$ cat src/hw/rtl/fm_tuner_frequency_controller_core_defines.svh
// ----------------------------------------------------------------------------
// fm tuner frequency controller assertion macros
// property shorthands for the core rtl file
// ----------------------------------------------------------------------------
`ifndef FM_TUNER_FREQUENCY_CONTROLLER_CORE_DEFINES_SVH
`define FM_TUNER_FREQUENCY_CONTROLLER_CORE_DEFINES_SVH

// same-cycle implication
`define FMTC_ASSERT_NOW(lbl, ante, cons) \
  lbl: assert property (@(posedge clk_i) disable iff (!rst_ni) (ante) |-> (cons)) \
    else $error("fmtc check failed");

// next-cycle implication
`define FMTC_ASSERT_NEXT(lbl, ante, cons) \
  lbl: assert property (@(posedge clk_i) disable iff (!rst_ni) (ante) |=> (cons)) \
    else $error("fmtc check failed");

`endif

$ cat src/hw/rtl/fmtc_pkg.sv
// ----------------------------------------------------------------------------
// fmtc_pkg
// operation codes, constants and controller/datapath interface types
// ----------------------------------------------------------------------------
`default_nettype none
package fmtc_pkg;

  localparam int MAX_STATIONS = 64;

  localparam logic [2:0] OP_SET  = 3'd0;
  localparam logic [2:0] OP_UP   = 3'd1;
  localparam logic [2:0] OP_DOWN = 3'd2;
  localparam logic [2:0] OP_MODE = 3'd3;
  localparam logic [2:0] OP_LOAD = 3'd4;
  localparam logic [2:0] OP_MEAS = 3'd5;

  localparam logic [1:0] MODE_SMALL   = 2'd0;
  localparam logic [1:0] MODE_LARGE   = 2'd1;
  localparam logic [1:0] MODE_STATION = 2'd2;

  localparam logic [1:0] CFG_COUNT = 2'd0;
  localparam logic [1:0] CFG_IF    = 2'd1;
  localparam logic [1:0] CFG_THR   = 2'd2;

  localparam logic [31:0] SET_FREQ_RST = 32'd100000000;
  localparam logic [23:0] IF_RST       = 24'd10700000;
  localparam logic [23:0] THR_RST      = 24'd2000000;
  localparam logic [31:0] STEP_SMALL   = 32'd100000;
  localparam logic [31:0] STEP_LARGE   = 32'd1000000;
  localparam logic [31:0] HZ_PER_PULSE = 32'd40000;
  // ceil(2^39 / 3125), applied to the sum shifted right by five
  localparam logic [27:0] RECIP_DECI   = 28'd175921861;
  localparam logic [15:0] RECIP_TEN    = 16'hCCCD;

  typedef logic [4:0] cmd_code_t;

  localparam cmd_code_t CMD_NONE      = 5'd0;
  localparam cmd_code_t CMD_LATCH     = 5'd1;
  localparam cmd_code_t CMD_TGT_FREQ  = 5'd2;
  localparam cmd_code_t CMD_TGT_STEP  = 5'd3;
  localparam cmd_code_t CMD_MODE      = 5'd4;
  localparam cmd_code_t CMD_LOAD      = 5'd5;
  localparam cmd_code_t CMD_MEAS      = 5'd6;
  localparam cmd_code_t CMD_LOCK      = 5'd7;
  localparam cmd_code_t CMD_NS_INIT   = 5'd8;
  localparam cmd_code_t CMD_PROBE     = 5'd9;
  localparam cmd_code_t CMD_NS_CMP    = 5'd10;
  localparam cmd_code_t CMD_PICK_EDGE = 5'd11;
  localparam cmd_code_t CMD_RD_LO     = 5'd12;
  localparam cmd_code_t CMD_RD_LOM1   = 5'd13;
  localparam cmd_code_t CMD_PICK_NEAR = 5'd14;
  localparam cmd_code_t CMD_RD_NB     = 5'd15;
  localparam cmd_code_t CMD_TGT_MEM   = 5'd16;
  localparam cmd_code_t CMD_TGT_SET   = 5'd17;
  localparam cmd_code_t CMD_EX_INIT   = 5'd18;
  localparam cmd_code_t CMD_EX_CMP    = 5'd19;
  localparam cmd_code_t CMD_DIV_INIT  = 5'd20;
  localparam cmd_code_t CMD_DIV       = 5'd21;
  localparam cmd_code_t CMD_PLL       = 5'd22;
  localparam cmd_code_t CMD_OUT       = 5'd23;

  typedef struct packed {
    cmd_code_t code;
  } ctrl_cmd_t;

  typedef struct packed {
    logic [2:0] op;
    logic [1:0] mode;
    logic       lo_lt_hi;
    logic       lo_edge;
    logic       nb_ok;
    logic       found;
  } dp_status_t;

endpackage
`default_nettype wire

$ cat src/hw/rtl/fmtc_ctrl.sv
// ----------------------------------------------------------------------------
// fmtc_ctrl
// sequencer that walks one event through the datapath
// ----------------------------------------------------------------------------
`default_nettype none
module fmtc_ctrl (
  input  wire                  clk_i,
  input  wire                  rst_ni,
  input  wire                  start,
  output logic                 busy,
  input  fmtc_pkg::dp_status_t status_i,
  output fmtc_pkg::ctrl_cmd_t  cmd_o,
  output logic                 done_o
);
  import fmtc_pkg::*;

  localparam logic [3:0] S_IDLE    = 4'd0;
  localparam logic [3:0] S_DISP    = 4'd1;
  localparam logic [3:0] S_LOCK    = 4'd2;
  localparam logic [3:0] S_NS_ADDR = 4'd3;
  localparam logic [3:0] S_NS_CMP  = 4'd4;
  localparam logic [3:0] S_NS_RLO  = 4'd5;
  localparam logic [3:0] S_NS_PICK = 4'd6;
  localparam logic [3:0] S_NB_ADDR = 4'd7;
  localparam logic [3:0] S_NB_TAKE = 4'd8;
  localparam logic [3:0] S_EX_INIT = 4'd9;
  localparam logic [3:0] S_EX_ADDR = 4'd10;
  localparam logic [3:0] S_EX_CMP  = 4'd11;
  localparam logic [3:0] S_DIV     = 4'd12;
  localparam logic [3:0] S_PLL     = 4'd13;
  localparam logic [3:0] S_OUT     = 4'd14;

  logic [3:0] state_q, state_d;
  logic       done_q, done_d;

  always_comb begin
    state_d    = state_q;
    cmd_o.code = CMD_NONE;
    done_d     = 1'b0;
    case (state_q)
      S_IDLE: begin
        if (start) begin
          cmd_o.code = CMD_LATCH;
          state_d    = S_DISP;
        end
      end
      S_DISP: begin
        state_d = S_EX_INIT;
        case (status_i.op)
          OP_SET: cmd_o.code = CMD_TGT_FREQ;
          OP_UP, OP_DOWN: begin
            if (status_i.mode == MODE_STATION) begin
              cmd_o.code = CMD_NS_INIT;
              state_d    = S_NS_ADDR;
            end else begin
              cmd_o.code = CMD_TGT_STEP;
            end
          end
          OP_MODE: cmd_o.code = CMD_MODE;
          OP_LOAD: cmd_o.code = CMD_LOAD;
          OP_MEAS: begin
            cmd_o.code = CMD_MEAS;
            state_d    = S_LOCK;
          end
          default: cmd_o.code = CMD_NONE;
        endcase
      end
      S_LOCK: begin
        cmd_o.code = CMD_LOCK;
        state_d    = S_EX_INIT;
      end
      S_NS_ADDR: begin
        if (status_i.lo_lt_hi) begin
          cmd_o.code = CMD_PROBE;
          state_d    = S_NS_CMP;
        end else if (status_i.lo_edge) begin
          cmd_o.code = CMD_PICK_EDGE;
          state_d    = S_NB_ADDR;
        end else begin
          cmd_o.code = CMD_RD_LO;
          state_d    = S_NS_RLO;
        end
      end
      S_NS_CMP: begin
        cmd_o.code = CMD_NS_CMP;
        state_d    = S_NS_ADDR;
      end
      S_NS_RLO: begin
        cmd_o.code = CMD_RD_LOM1;
        state_d    = S_NS_PICK;
      end
      S_NS_PICK: begin
        cmd_o.code = CMD_PICK_NEAR;
        state_d    = S_NB_ADDR;
      end
      S_NB_ADDR: begin
        if (status_i.nb_ok) begin
          cmd_o.code = CMD_RD_NB;
          state_d    = S_NB_TAKE;
        end else begin
          cmd_o.code = CMD_TGT_SET;
          state_d    = S_EX_INIT;
        end
      end
      S_NB_TAKE: begin
        cmd_o.code = CMD_TGT_MEM;
        state_d    = S_EX_INIT;
      end
      S_EX_INIT: begin
        cmd_o.code = CMD_EX_INIT;
        state_d    = S_EX_ADDR;
      end
      S_EX_ADDR: begin
        if (status_i.lo_lt_hi && !status_i.found) begin
          cmd_o.code = CMD_PROBE;
          state_d    = S_EX_CMP;
        end else begin
          cmd_o.code = CMD_DIV_INIT;
          state_d    = S_DIV;
        end
      end
      S_EX_CMP: begin
        cmd_o.code = CMD_EX_CMP;
        state_d    = S_EX_ADDR;
      end
      S_DIV: begin
        cmd_o.code = CMD_DIV;
        state_d    = S_PLL;
      end
      S_PLL: begin
        cmd_o.code = CMD_PLL;
        state_d    = S_OUT;
      end
      S_OUT: begin
        cmd_o.code = CMD_OUT;
        done_d     = 1'b1;
        state_d    = S_IDLE;
      end
      default: state_d = S_IDLE;
    endcase
  end

  always_ff @(posedge clk_i or negedge rst_ni) begin
    if (!rst_ni) begin
      state_q <= S_IDLE;
      done_q  <= 1'b0;
    end else begin
      state_q <= state_d;
      done_q  <= done_d;
    end
  end

  assign busy   = (state_q != S_IDLE);
  assign done_o = done_q;

endmodule
`default_nettype wire

$ cat src/hw/rtl/fmtc_datapath.sv
// ----------------------------------------------------------------------------
// fmtc_datapath
// tuning state, station memory, search pointers and pll word arithmetic
// ----------------------------------------------------------------------------
`default_nettype none
module fmtc_datapath (
  input  wire                  clk_i,
  input  wire                  rst_ni,
  input  fmtc_pkg::ctrl_cmd_t  cmd_i,
  output fmtc_pkg::dp_status_t status_o,
  input  wire  [2:0]           operation_i,
  input  wire  [31:0]          frequency_hz_i,
  input  wire  [5:0]           station_slot_i,
  input  wire  [16:0]          pulse_count_i,
  input  wire  [6:0]           station_count_i,
  input  wire  [23:0]          intermediate_freq_hz_i,
  input  wire  [23:0]          lock_threshold_hz_i,
  output logic [31:0]          tuned_frequency_hz_o,
  output logic [16:0]          pll_word_o,
  output logic                 pll_word_valid_o,
  output logic [1:0]           tune_mode_now_o,
  output logic                 station_found_o,
  output logic [5:0]           station_number_o,
  output logic [31:0]          measured_frequency_hz_o,
  output logic                 lock_lost_o
);
  import fmtc_pkg::*;

  localparam int IW = (MAX_STATIONS > 1) ? $clog2(MAX_STATIONS) : 1;
  localparam int CW = $clog2(MAX_STATIONS + 1);

  logic [31:0] mem_q [MAX_STATIONS];
  logic [31:0] rd_q;
  logic [IW-1:0] rd_addr;

  logic [2:0]  op_q;
  logic [31:0] freq_q;
  logic [5:0]  slot_q;
  logic [16:0] pulse_q;

  logic [31:0] set_q, tgt_q, meas_q, hold_q;
  logic [1:0]  mode_q;
  logic        lost_q, retune_q, found_q;
  logic [CW-1:0] lo_q, hi_q, k_q, idx_q;
  logic [31:0] tot_q;
  logic [15:0] quo_q;
  logic [16:0] pll_q;

  logic [CW-1:0] n_cnt, mid, lo_m1, k_p1, k_m1;
  logic          slot_ok, up_dir;
  logic [31:0]   total, diff, mag, prod;
  logic [54:0]   quot_prod;
  logic [31:0]   recip;
  logic [12:0]   tens;
  logic [3:0]    digit;

  assign n_cnt   = ({25'd0, station_count_i} > 32'(MAX_STATIONS)) ? CW'(MAX_STATIONS)
                                                                   : CW'(station_count_i);
  assign mid     = lo_q + ((hi_q - lo_q) >> 1);
  assign lo_m1   = lo_q - CW'(1);
  assign k_p1    = k_q + CW'(1);
  assign k_m1    = k_q - CW'(1);
  assign slot_ok = ({26'd0, slot_q} < 32'(MAX_STATIONS));
  assign up_dir  = (op_q == OP_UP);
  assign total   = set_q + {8'd0, intermediate_freq_hz_i};
  assign diff    = meas_q - set_q;
  assign mag     = diff[31] ? (32'd0 - diff) : diff;
  assign prod    = {15'd0, pulse_q} * HZ_PER_PULSE;
  // sum / 100000 as (sum >> 5) / 3125 by reciprocal multiplication
  assign quot_prod = {28'd0, tot_q[31:5]} * {27'd0, RECIP_DECI};
  assign recip   = quo_q * RECIP_TEN;
  assign tens    = recip[31:19];
  assign digit   = 4'(quo_q - {tens, 3'd0} - {2'd0, tens, 1'b0});

  always_comb begin
    case (cmd_i.code)
      CMD_RD_LO:   rd_addr = lo_q[IW-1:0];
      CMD_RD_LOM1: rd_addr = lo_m1[IW-1:0];
      CMD_RD_NB:   rd_addr = up_dir ? k_p1[IW-1:0] : k_m1[IW-1:0];
      default:     rd_addr = mid[IW-1:0];
    endcase
  end

  always_ff @(posedge clk_i) begin
    if (cmd_i.code == CMD_LOAD && slot_ok) begin
      mem_q[IW'(slot_q)] <= freq_q;
    end
    rd_q <= mem_q[rd_addr];
  end

  always_ff @(posedge clk_i or negedge rst_ni) begin
    if (!rst_ni) begin
      set_q  <= SET_FREQ_RST;
      mode_q <= MODE_SMALL;
      lost_q <= 1'b0;
      meas_q <= 32'd0;
    end else begin
      case (cmd_i.code)
        CMD_MODE: mode_q <= (mode_q == MODE_STATION) ? MODE_SMALL : mode_q + 2'd1;
        CMD_MEAS: meas_q <= prod - {8'd0, intermediate_freq_hz_i};
        CMD_LOCK: lost_q <= (mag > {8'd0, lock_threshold_hz_i});
        CMD_EX_INIT: begin
          if (retune_q) begin
            set_q  <= tgt_q;
            lost_q <= 1'b0;
          end
        end
        default: ;
      endcase
    end
  end

  always_ff @(posedge clk_i) begin
    case (cmd_i.code)
      CMD_LATCH: begin
        op_q     <= operation_i;
        freq_q   <= frequency_hz_i;
        slot_q   <= station_slot_i;
        pulse_q  <= pulse_count_i;
        retune_q <= 1'b0;
      end
      CMD_TGT_FREQ: begin
        tgt_q    <= freq_q;
        retune_q <= 1'b1;
      end
      CMD_TGT_STEP: begin
        retune_q <= 1'b1;
        if (mode_q == MODE_SMALL) begin
          tgt_q <= up_dir ? set_q + STEP_SMALL : set_q - STEP_SMALL;
        end else begin
          tgt_q <= up_dir ? set_q + STEP_LARGE : set_q - STEP_LARGE;
        end
      end
      CMD_NS_INIT: begin
        lo_q <= '0;
        hi_q <= n_cnt;
      end
      CMD_NS_CMP: begin
        if (rd_q < set_q) begin
          lo_q <= mid + CW'(1);
        end else begin
          hi_q <= mid;
        end
      end
      CMD_PICK_EDGE: k_q <= (lo_q == '0) ? '0 : lo_m1;
      CMD_RD_LOM1:   hold_q <= rd_q;
      CMD_PICK_NEAR: k_q <= ((hold_q - set_q) < (set_q - rd_q)) ? lo_q : lo_m1;
      CMD_TGT_MEM: begin
        tgt_q    <= rd_q;
        retune_q <= 1'b1;
      end
      CMD_TGT_SET: begin
        tgt_q    <= set_q;
        retune_q <= 1'b1;
      end
      CMD_EX_INIT: begin
        lo_q    <= '0;
        hi_q    <= n_cnt;
        found_q <= 1'b0;
        idx_q   <= '0;
      end
      CMD_EX_CMP: begin
        if (rd_q == set_q) begin
          found_q <= 1'b1;
          idx_q   <= mid;
        end else if (rd_q < set_q) begin
          lo_q <= mid + CW'(1);
        end else begin
          hi_q <= mid;
        end
      end
      CMD_DIV_INIT: tot_q <= total;
      CMD_DIV:      quo_q <= quot_prod[54:39];
      CMD_PLL:      pll_q <= {1'b1, 4'd0, tens[7:0], digit};
      CMD_OUT: begin
        tuned_frequency_hz_o    <= set_q;
        pll_word_o              <= retune_q ? pll_q : 17'd0;
        pll_word_valid_o        <= retune_q;
        tune_mode_now_o         <= mode_q;
        station_found_o         <= found_q;
        station_number_o        <= found_q ? 6'(idx_q) : 6'd0;
        measured_frequency_hz_o <= meas_q;
        lock_lost_o             <= lost_q;
      end
      default: ;
    endcase
  end

  always_comb begin
    status_o.op       = op_q;
    status_o.mode     = mode_q;
    status_o.lo_lt_hi = (lo_q < hi_q);
    status_o.lo_edge  = (lo_q == '0) || (lo_q == n_cnt);
    status_o.nb_ok    = up_dir ? (k_p1 < n_cnt) : (k_q != '0);
    status_o.found    = found_q;
  end

endmodule
`default_nettype wire

$ cat src/hw/rtl/fm_tuner_frequency_controller_core.sv
// ----------------------------------------------------------------------------
// fm tuner frequency controller core
// tuned frequency, tune mode, station table and lock supervision
// ----------------------------------------------------------------------------
// usage
//   an event word is taken when start is high and busy is low; operation
//   selects set, step up, step down, mode switch, station load or measurement
//   one result word per event appears for one cycle with done_o high
//   the result waits on the memory binary searches (one, or two for a
//   station step) and on the reciprocal multiply that forms the pll word
//   one event at a time; busy stays high until the result cycle
//   configuration writes go through cfg_valid_i, always ready; the user
//   must make them while the block is idle, which it does not enforce;
//   index 0 station count, 1 intermediate frequency, 2 lock threshold, others dropped
//   reset sets 100 MHz, 100 kHz steps, lock flag and measurement clear;
//   station entries hold nothing until loaded
//   the receiver cannot stall; results must be taken when done_o is high
// ----------------------------------------------------------------------------
`default_nettype none
module fm_tuner_frequency_controller_core (
  input  wire         clk_i,
  input  wire         rst_ni,
  input  wire         start,
  output logic        busy,
  input  wire  [2:0]  operation_i,
  input  wire  [31:0] frequency_hz_i,
  input  wire  [5:0]  station_slot_i,
  input  wire  [16:0] pulse_count_i,
  input  wire         cfg_valid_i,
  output logic        cfg_ready_o,
  input  wire  [1:0]  cfg_index_i,
  input  wire  [23:0] cfg_data_i,
  output logic        done_o,
  output logic [31:0] tuned_frequency_hz_o,
  output logic [16:0] pll_word_o,
  output logic        pll_word_valid_o,
  output logic [1:0]  tune_mode_now_o,
  output logic        station_found_o,
  output logic [5:0]  station_number_o,
  output logic [31:0] measured_frequency_hz_o,
  output logic        lock_lost_o
);
  import fmtc_pkg::*;

  `include "fm_tuner_frequency_controller_core_defines.svh"

  logic [6:0]  count_q;
  logic [23:0] if_q, thr_q;
  ctrl_cmd_t   cmd;
  dp_status_t  status;

  assign cfg_ready_o = 1'b1;

  always_ff @(posedge clk_i or negedge rst_ni) begin
    if (!rst_ni) begin
      count_q <= 7'd0;
      if_q    <= IF_RST;
      thr_q   <= THR_RST;
    end else if (cfg_valid_i) begin
      case (cfg_index_i)
        CFG_COUNT: count_q <= cfg_data_i[6:0];
        CFG_IF:    if_q    <= cfg_data_i;
        CFG_THR:   thr_q   <= cfg_data_i;
        default: ;
      endcase
    end
  end

  fmtc_ctrl u_ctrl (
    .clk_i    (clk_i),
    .rst_ni   (rst_ni),
    .start    (start),
    .busy     (busy),
    .status_i (status),
    .cmd_o    (cmd),
    .done_o   (done_o)
  );

  fmtc_datapath u_dp (
    .clk_i                   (clk_i),
    .rst_ni                  (rst_ni),
    .cmd_i                   (cmd),
    .status_o                (status),
    .operation_i             (operation_i),
    .frequency_hz_i          (frequency_hz_i),
    .station_slot_i          (station_slot_i),
    .pulse_count_i           (pulse_count_i),
    .station_count_i         (count_q),
    .intermediate_freq_hz_i  (if_q),
    .lock_threshold_hz_i     (thr_q),
    .tuned_frequency_hz_o    (tuned_frequency_hz_o),
    .pll_word_o              (pll_word_o),
    .pll_word_valid_o        (pll_word_valid_o),
    .tune_mode_now_o         (tune_mode_now_o),
    .station_found_o         (station_found_o),
    .station_number_o        (station_number_o),
    .measured_frequency_hz_o (measured_frequency_hz_o),
    .lock_lost_o             (lock_lost_o)
  );

  `FMTC_ASSERT_NEXT(a_start_busy, start && !busy, busy)
  `FMTC_ASSERT_NOW(a_done_idle, done_o, !busy)
  `FMTC_ASSERT_NOW(a_pll_marker, done_o && pll_word_valid_o, pll_word_o[16] && !lock_lost_o)
  `FMTC_ASSERT_NOW(a_pll_zero, done_o && !pll_word_valid_o, pll_word_o == 17'd0)
  `FMTC_ASSERT_NOW(a_number_zero, done_o && !station_found_o, station_number_o == 6'd0)

endmodule
`default_nettype wire

$ cat config.mk
export PLATFORM = sky130hd
export DESIGN_NAME = fm_tuner_frequency_controller_core
export DESIGN_NICKNAME = d
export VERILOG_FILES = /design/src/hw/rtl/fmtc_pkg.sv /design/src/hw/rtl/fmtc_ctrl.sv /design/src/hw/rtl/fmtc_datapath.sv /design/src/hw/rtl/fm_tuner_frequency_controller_core.sv
export VERILOG_INCLUDE_DIRS = /design/src /design/src/hw/rtl
export SDC_FILE = /design/constraint.sdc
export NUM_CORES = 2
export LEC_CHECK = 0
export CORE_MARGIN = 2
export CORE_UTILIZATION = 60
export CTS_BUF_LIST = sky130_fd_sc_hd__clkbuf_4 sky130_fd_sc_hd__clkbuf_8
export DETAILED_ROUTE_END_ITERATION = 16
export DONT_BUFFER_PORTS = 1
export PLACE_DENSITY_LB_ADDON = 0.2
export SLEW_MARGIN = 25
export SYNTH_ARGS = -nofsm -noshare
export SYNTH_HDL_FRONTEND = slang
export SYNTH_SLANG_ARGS = --single-unit
$ cat constraint.sdc
create_clock -name clk_i -period 10.9 [get_ports clk_i]
set_input_delay 0 -clock clk_i [delete_from_list [all_inputs] [get_ports clk_i]]
set_output_delay 0 -clock clk_i [all_outputs]
set_load 0.01 [all_outputs]
* Yosys cells after proc, flatten, opt, wreduce, memory -nomap -nowiden *
Memory sizes are Yosys's and may differ from the RTL's. A register that Yosys moved wholly into a read port is not among the register bits.
Index checks and enable logic that the tools add are counted.

word-level totals
  memories kept = 1
  register bits = 426
  memory bits (writable) = 2048
  word-level logic and storage cells = 184
  bits of input ports = 88
  output and inout port bits = 95

operators by class
  muxes and demuxes = 45
  reductions and logical operators = 28
  $lt $le $gt $ge = 6
  add/sub/neg operators = 19
  multipliers = 3
  equality and inequality tests = 50

memory list
  name        depth  width  rd ports  clocked after memory_dff  wr ports  line                 RTL
  u_dp.mem_q  64     32     1         1                         1         fmtc_datapath.sv:32  logic [31:0] mem_q [MAX_STATIONS];

operator list
  cell                                                 number
  two-way mux 32 bit                                   4
  case mux 32 bit (4 select lines)                     1
  subtractor 32 bit                                    3
  case mux 5 bit (15 select lines)                     1
  < comparator 32 bit                                  2
  multiplier 27 x 28 -> 55 bit, second input constant  1
  two-way mux 7 bit                                    7
  case mux 4 bit (12 select lines)                     1
  case mux 7 bit (3 select lines)                      2
  == test 5 bit, second input constant                 8
  == test 5 x 4 -> 1 bit, second input constant        7
  adder 32 x 17 -> 32 bit, second input constant       1
  adder 32 x 20 -> 32 bit, second input constant       1
  adder 32 x 24 -> 32 bit                              1
  == test 32 bit                                       1
  > comparator 32 x 24 -> 1 bit                        1
  subtractor 1 x 32 -> 32 bit, first input constant    1
  subtractor 32 x 17 -> 32 bit, second input constant  1
  subtractor 32 x 20 -> 32 bit, second input constant  1
  subtractor 32 x 24 -> 32 bit                         1
  == test 4 bit, second input constant                 7
  multiplier 16 x 16 -> 27 bit, second input constant  1
  multiplier 17 x 10 -> 26 bit, second input constant  1
  case mux 5 bit (5 select lines)                      1
  other kinds (48)                                     95

* Logic depth before layout (Yosys ltp) *
  depth after elaboration = 11
  depth in mapped cells = 29
  depth with buffers taken out = 28

* Cells and area by module *
A second synthesis with hierarchy kept.

unflattened totals
  cell total of the unflattened synthesis = 10143
  area, all modules = 127307.1 um^2

by module, submodules not included
  module                              times used  cells each  sequential area each (um^2)  area an instance (um^2)
  fmtc_datapath                       1           9924        72659.7                      124443.1
  fm_tuner_frequency_controller_core  1           119         1396.3                       2115.8
  fmtc_ctrl                           1           100         125.1                        748.2

* Worst setup path before layout *
OpenSTA, ideal clock, no wires.

  path kind = register to register
  from = register u_dp.tot_q[11]
  to = register u_dp.quo_q[10] (data pin)
  data required time = 10.645 ns
  arrival = 6.503 ns
  stages on the path, launching flop included = 24
  buffers on the path = 0
  path slack = 4.142 ns
  setup time = 0.255 ns
  period minus slack after synthesis = 6.758 ns
  cell sequence = edfxtp_1 fa_1 inv_1 fa_1 fa_1 inv_1 fa_1 fa_1 fa_1 inv_1 fa_1 inv_1 ha_1 a21o_1 a211o_1 nor2_1 o211a_1 o211ai_1 a311o_1 o31a_1 and2_1 o21ai_0 a21boi_0 o21ba_2

between the ends
  word-level cells in the longest chain between the ends = 1

RTL lines
  item                          line                  RTL
  from (decl)                   fmtc_datapath.sv:45   logic [31:0] tot_q;
  from (signal assigned)        fmtc_datapath.sv:172  CMD_DIV_INIT: tot_q <= total;
  multiplier 27 x 28 -> 55 bit  fmtc_datapath.sv:70   assign quot_prod = {28'd0, tot_q[31:5]} * {27'd0, RECIP_DECI};
  net u_dp.quot_prod[49]        fmtc_datapath.sv:52   logic [54:0] quot_prod;
  to (signal assigned)          fmtc_datapath.sv:173  CMD_DIV: quo_q <= quot_prod[54:39];
  to (decl)                     fmtc_datapath.sv:46   logic [15:0] quo_q;

The timed path passes the listed nets, and every way through them passes these cells.
A chain may end at the register's enable or synchronous reset.

* Worst setup path in the final report *
  from = register u_dp.tot_q[12]
  to = register u_dp.quo_q[15] (data pin)

Same word-level chain as after synthesis.

==> results.py <==
metrics = {
    "status": {
        "status": "complete, no violations",
    },
    "synthesis": {
        "synthFlopType": "edfxtp_1",
        "yosysTopAreaCell": "edfxtp_1",
        "synth_cell_types": 97,
        "async_flop_share_pct": 5.08,
        "synth_edf_count": 2342,
        "netlist_area_sq_mm": 0.128,
        "ys_top_cells_by_area": "edfxtp_1 55%, ha_1 6.9%, fa_1 6.2%, nand2_1 4.9%, inv_1 2.5%",
        "yosys_register_bits": 2501,
        "synth_top_area_share_pct": 55.1,
        "ys_seq_area_share_pct": 58.1,
        "avgSynthCellArea_sq_um": 12.4,
        "synth_cells": 10300,
        "yosysWarnings": 0,
        "yosysMostFrequentCell": "edfxtp_1",
        "ys_top_cells_by_count": "2342 x edfxtp_1, 1660 x nand2_1, 866 x inv_1",
    },
    "floorplanning": {
        "die_area_sq_mm": 0.216,
        "core_sq_mm": 0.212,
        "die_h_microns": 465,
        "die_x_microns": 465,
        "start_util_pct": 60.3,
        "rows": 169,
        "ioPinCount": 183,
    },
    "global_routing": {
        "grt_first_pass_wirelength_microns": 552000,
        "antenna_found_initial": 15,
        "grt_max_degree": 172,
        "grt_overflow": 0,
        "grt_pass1_vias": 85200,
        "grt_usage_pct": 34.5,
    },
    "setup_path": {
        "start_kind": "flop",
        "crit_fanout": 7,
        "r2r_slack_ps": 3560,
        "crit_type": "flop to flop",
        "end_kind": "flop",
        "arrival_ps": 8120,
        "required_ps": 11670,
    },
    "min_path": {
        "hold_class": "input port to flop",
    },
    "clocking": {
        "postCtsResizedCells": 0,
        "clkLatencyLatePin_ps": 1120,
        "clockBufferDepth": 4,
        "cts.clk_slew.worst_paths_ps": 80,
        "cts_buffers": 410,
        "root_buffer": "clkbuf_8",
        "h-tree-depth": 5,
        "cts.hold.buffers_added": 205,
        "clock_sinks": 2501,
        "post_cts_buffers": 0,
        "cts_tree": "done",
    },
    "sta": {
        "tightest_slew_ps": 1200,
        "slew-limit-headroom_pct": 19.4,
        "skew_ps": 139,
        "final.setup.tns_ps": 0,
        "setup_viol": 0,
        "hold_viol": 0,
        "period_share_pct": 67.4,
        "rsz0062_at_grt": "false",
        "slew_violations": 0,
        "finalCriticalPeriod_ps": 7340,
        "max_freq_mhz": 136,
    },
    "routing": {
        "drc": 0,
        "via_count": 86500,
        "ant_nets": 0,
        "drtIter0Drc": 10600,
        "drt_wl_total_microns": 378000,
        "viasPerCell": 6.29,
        "drt_pass1_iterations": 6,
        "avgRoutedWirePerCell_microns": 27.5,
    },
    "layout": {
        "fin_nets": 11800,
        "syn_to_final_growth_pct": 10.9,
        "drive_gt1_share_pct": 10.0,
        "fill_cells": 15300,
        "fin_util_pct": 66.9,
    },
    "placement": {
        "hpwl_microns": 240000,
        "port_buffers": 0,
        "gp_congestion": 0.958,
    },
    "run": {
        "cap_violations": 0,
    },
}
-- sequential cells by signal, summed over array words and instances (netlist names), 24 cells and up --
| register | cells |
|---|---|
| u_dp.mem_q | 2048 |
| u_dp.measured_frequency_hz_o | 32 |
| u_dp.hold_q | 32 |
| if_q | 24 |
| u_dp.meas_q | 32 |
| thr_q | 24 |
| u_dp.tgt_q | 32 |
| u_dp.rd_q | 32 |
| u_dp.set_q | 32 |
| u_dp.freq_q | 32 |
| u_dp.tot_q | 27 |
| u_dp.tuned_frequency_hz_o | 32 |
-- area by class of cell --
| class | count | area, sq um | area share, % |
|---|---|---|---|
| multi-input combinational | 6421 | 48600 | 34.4 |
| timing repair buffer | 397 | 3730 | 2.63 |
| clock buffer | 575 | 7080 | 5.00 |
| tap | 2821 | 3530 | 2.49 |
| antenna | 13 | 32.5 | 0.0230 |
| sequential | 2501 | 74200 | 52.4 |
| clock inverter | 150 | 1110 | 0.783 |
| inverter | 868 | 3260 | 2.30 |
-- path summary, 6_finish.rpt --
| path | depth (start not counted) | endpoint | startpoint |
|---|---|---|---|
| setup / recovery | 23 | u_dp.quo_q[15]$_DFFE_PN_ | u_dp.tot_q[12]$_DFFE_PN_ |
| hold / removal | 4 | thr_q[3]$_DFFE_PN0P_ | cfg_index_i[1] |
| setup reg to reg | 23 | u_dp.quo_q[15]$_DFFE_PN_ | u_dp.tot_q[12]$_DFFE_PN_ |
| hold reg to reg | 2 | u_dp.set_q[28]$_DFFE_PN0P_ | u_dp.tgt_q[28]$_DFFE_PP_ |
| max in group asynchronous | 4 | u_dp.set_q[28]$_DFFE_PN0P_ | rst_ni |
| min in group asynchronous | 3 | if_q[7]$_DFFE_PN1P_ | rst_ni |
-- per-stage QoR --
stage / setup slack [ps] / instance area [sq um] / hold WS (ps) / std cells
final: 3560 / 142000 / 85.0 / 13700
after global routing: 3120 / 142000 / 72.3 / 13700
after CTS: 3500 / 142000 / 4.58 / 13700
after detailed placement: 3550 / 131000 / -280 / 12800
after global placement: 3590 / 131000 / -281 / 12800
after floorplan: 4140 / 128000 / -296 / 10300
-- metal layers --
metal  global-route usage, %  routed length [microns]  vias to the layer above  share of wire (%)
met4                    18.3                    22600                        8                6.0
met3                    5.89                    35500                      936                9.4
li1                        -                        -                    38100                  -
met2                    54.9                   175000                     4638                 46
met5                       0                       59                        -              0.016
met1                    45.8                   144000                    42700                 38
-- logic make-up (layout without fill, tap and decap cells) --
family | Yosys count | after routing | synth area share [%]
compound gates | 1570 | 1570 | 9.06
buf+inv | 1364 | 1990 | 4.29
simple gates | 3187 | 3187 | 11.2
mux | 329 | 329 | 2.65
fa+ha+maj | 1095 | 1095 | 13.1
flops | 2501 | 2501 | 58.1
xor+xnor | 235 | 235 | 1.61
other cells | 2 | 18 | 0.00588
-- worst max-delay path: stages, from the launching register on --
cell and delay, ps:
edfxtp_1 520, inv_1 190, ha_1 410, fa_1 490
fa_1 470, fa_1 540, inv_1 50, fa_1 550
inv_1 50, fa_1 450, fa_1 500, inv_1 40
ha_1 290, a21o_1 190, a21oi_1 160, o21ai_0 110
a21oi_1 250, o211a_1 240, o211ai_1 170, a311o_1 370
o311ai_0 350, a21oi_1 200, o41ai_1 340, xnor2_1 130
-- layout by cell type (no fill, tap or decap), types with 28 or more instances in the layout --
master,n
edfxtp_1,2342
nand2_1,1659
inv_1,866
ha_1,700
nand3_1,625
clkbuf_8,441
fa_1,395
mux2i_1,256
nor2_1,237
a21oi_1,220
o21ai_0,205
dlygate4sd3_1,203
buf_4,176
a211oi_1,160
a31oi_1,154
xnor2_1,149
and3_1,141
clkbuf_4,134
o211a_1,126
a311oi_1,121
dfrtp_1,99
a21o_1,96
xor2_1,84
nor4_1,83
clkinv_1,81
nor3_1,77
mux2_2,73
nor2_4,69
a22o_1,67
a32o_1,58
o21a_1,54
and2_1,52
nand2b_1,43
clkinv_2,38
nor2b_1,36
dfxtp_1,32
nand4_1,31
or3_1,28
dfstp_2,28
Power is left out: the tool's default activity adds up to more than one toggle a clock period on the data nets, which glitch-free logic cannot reach.
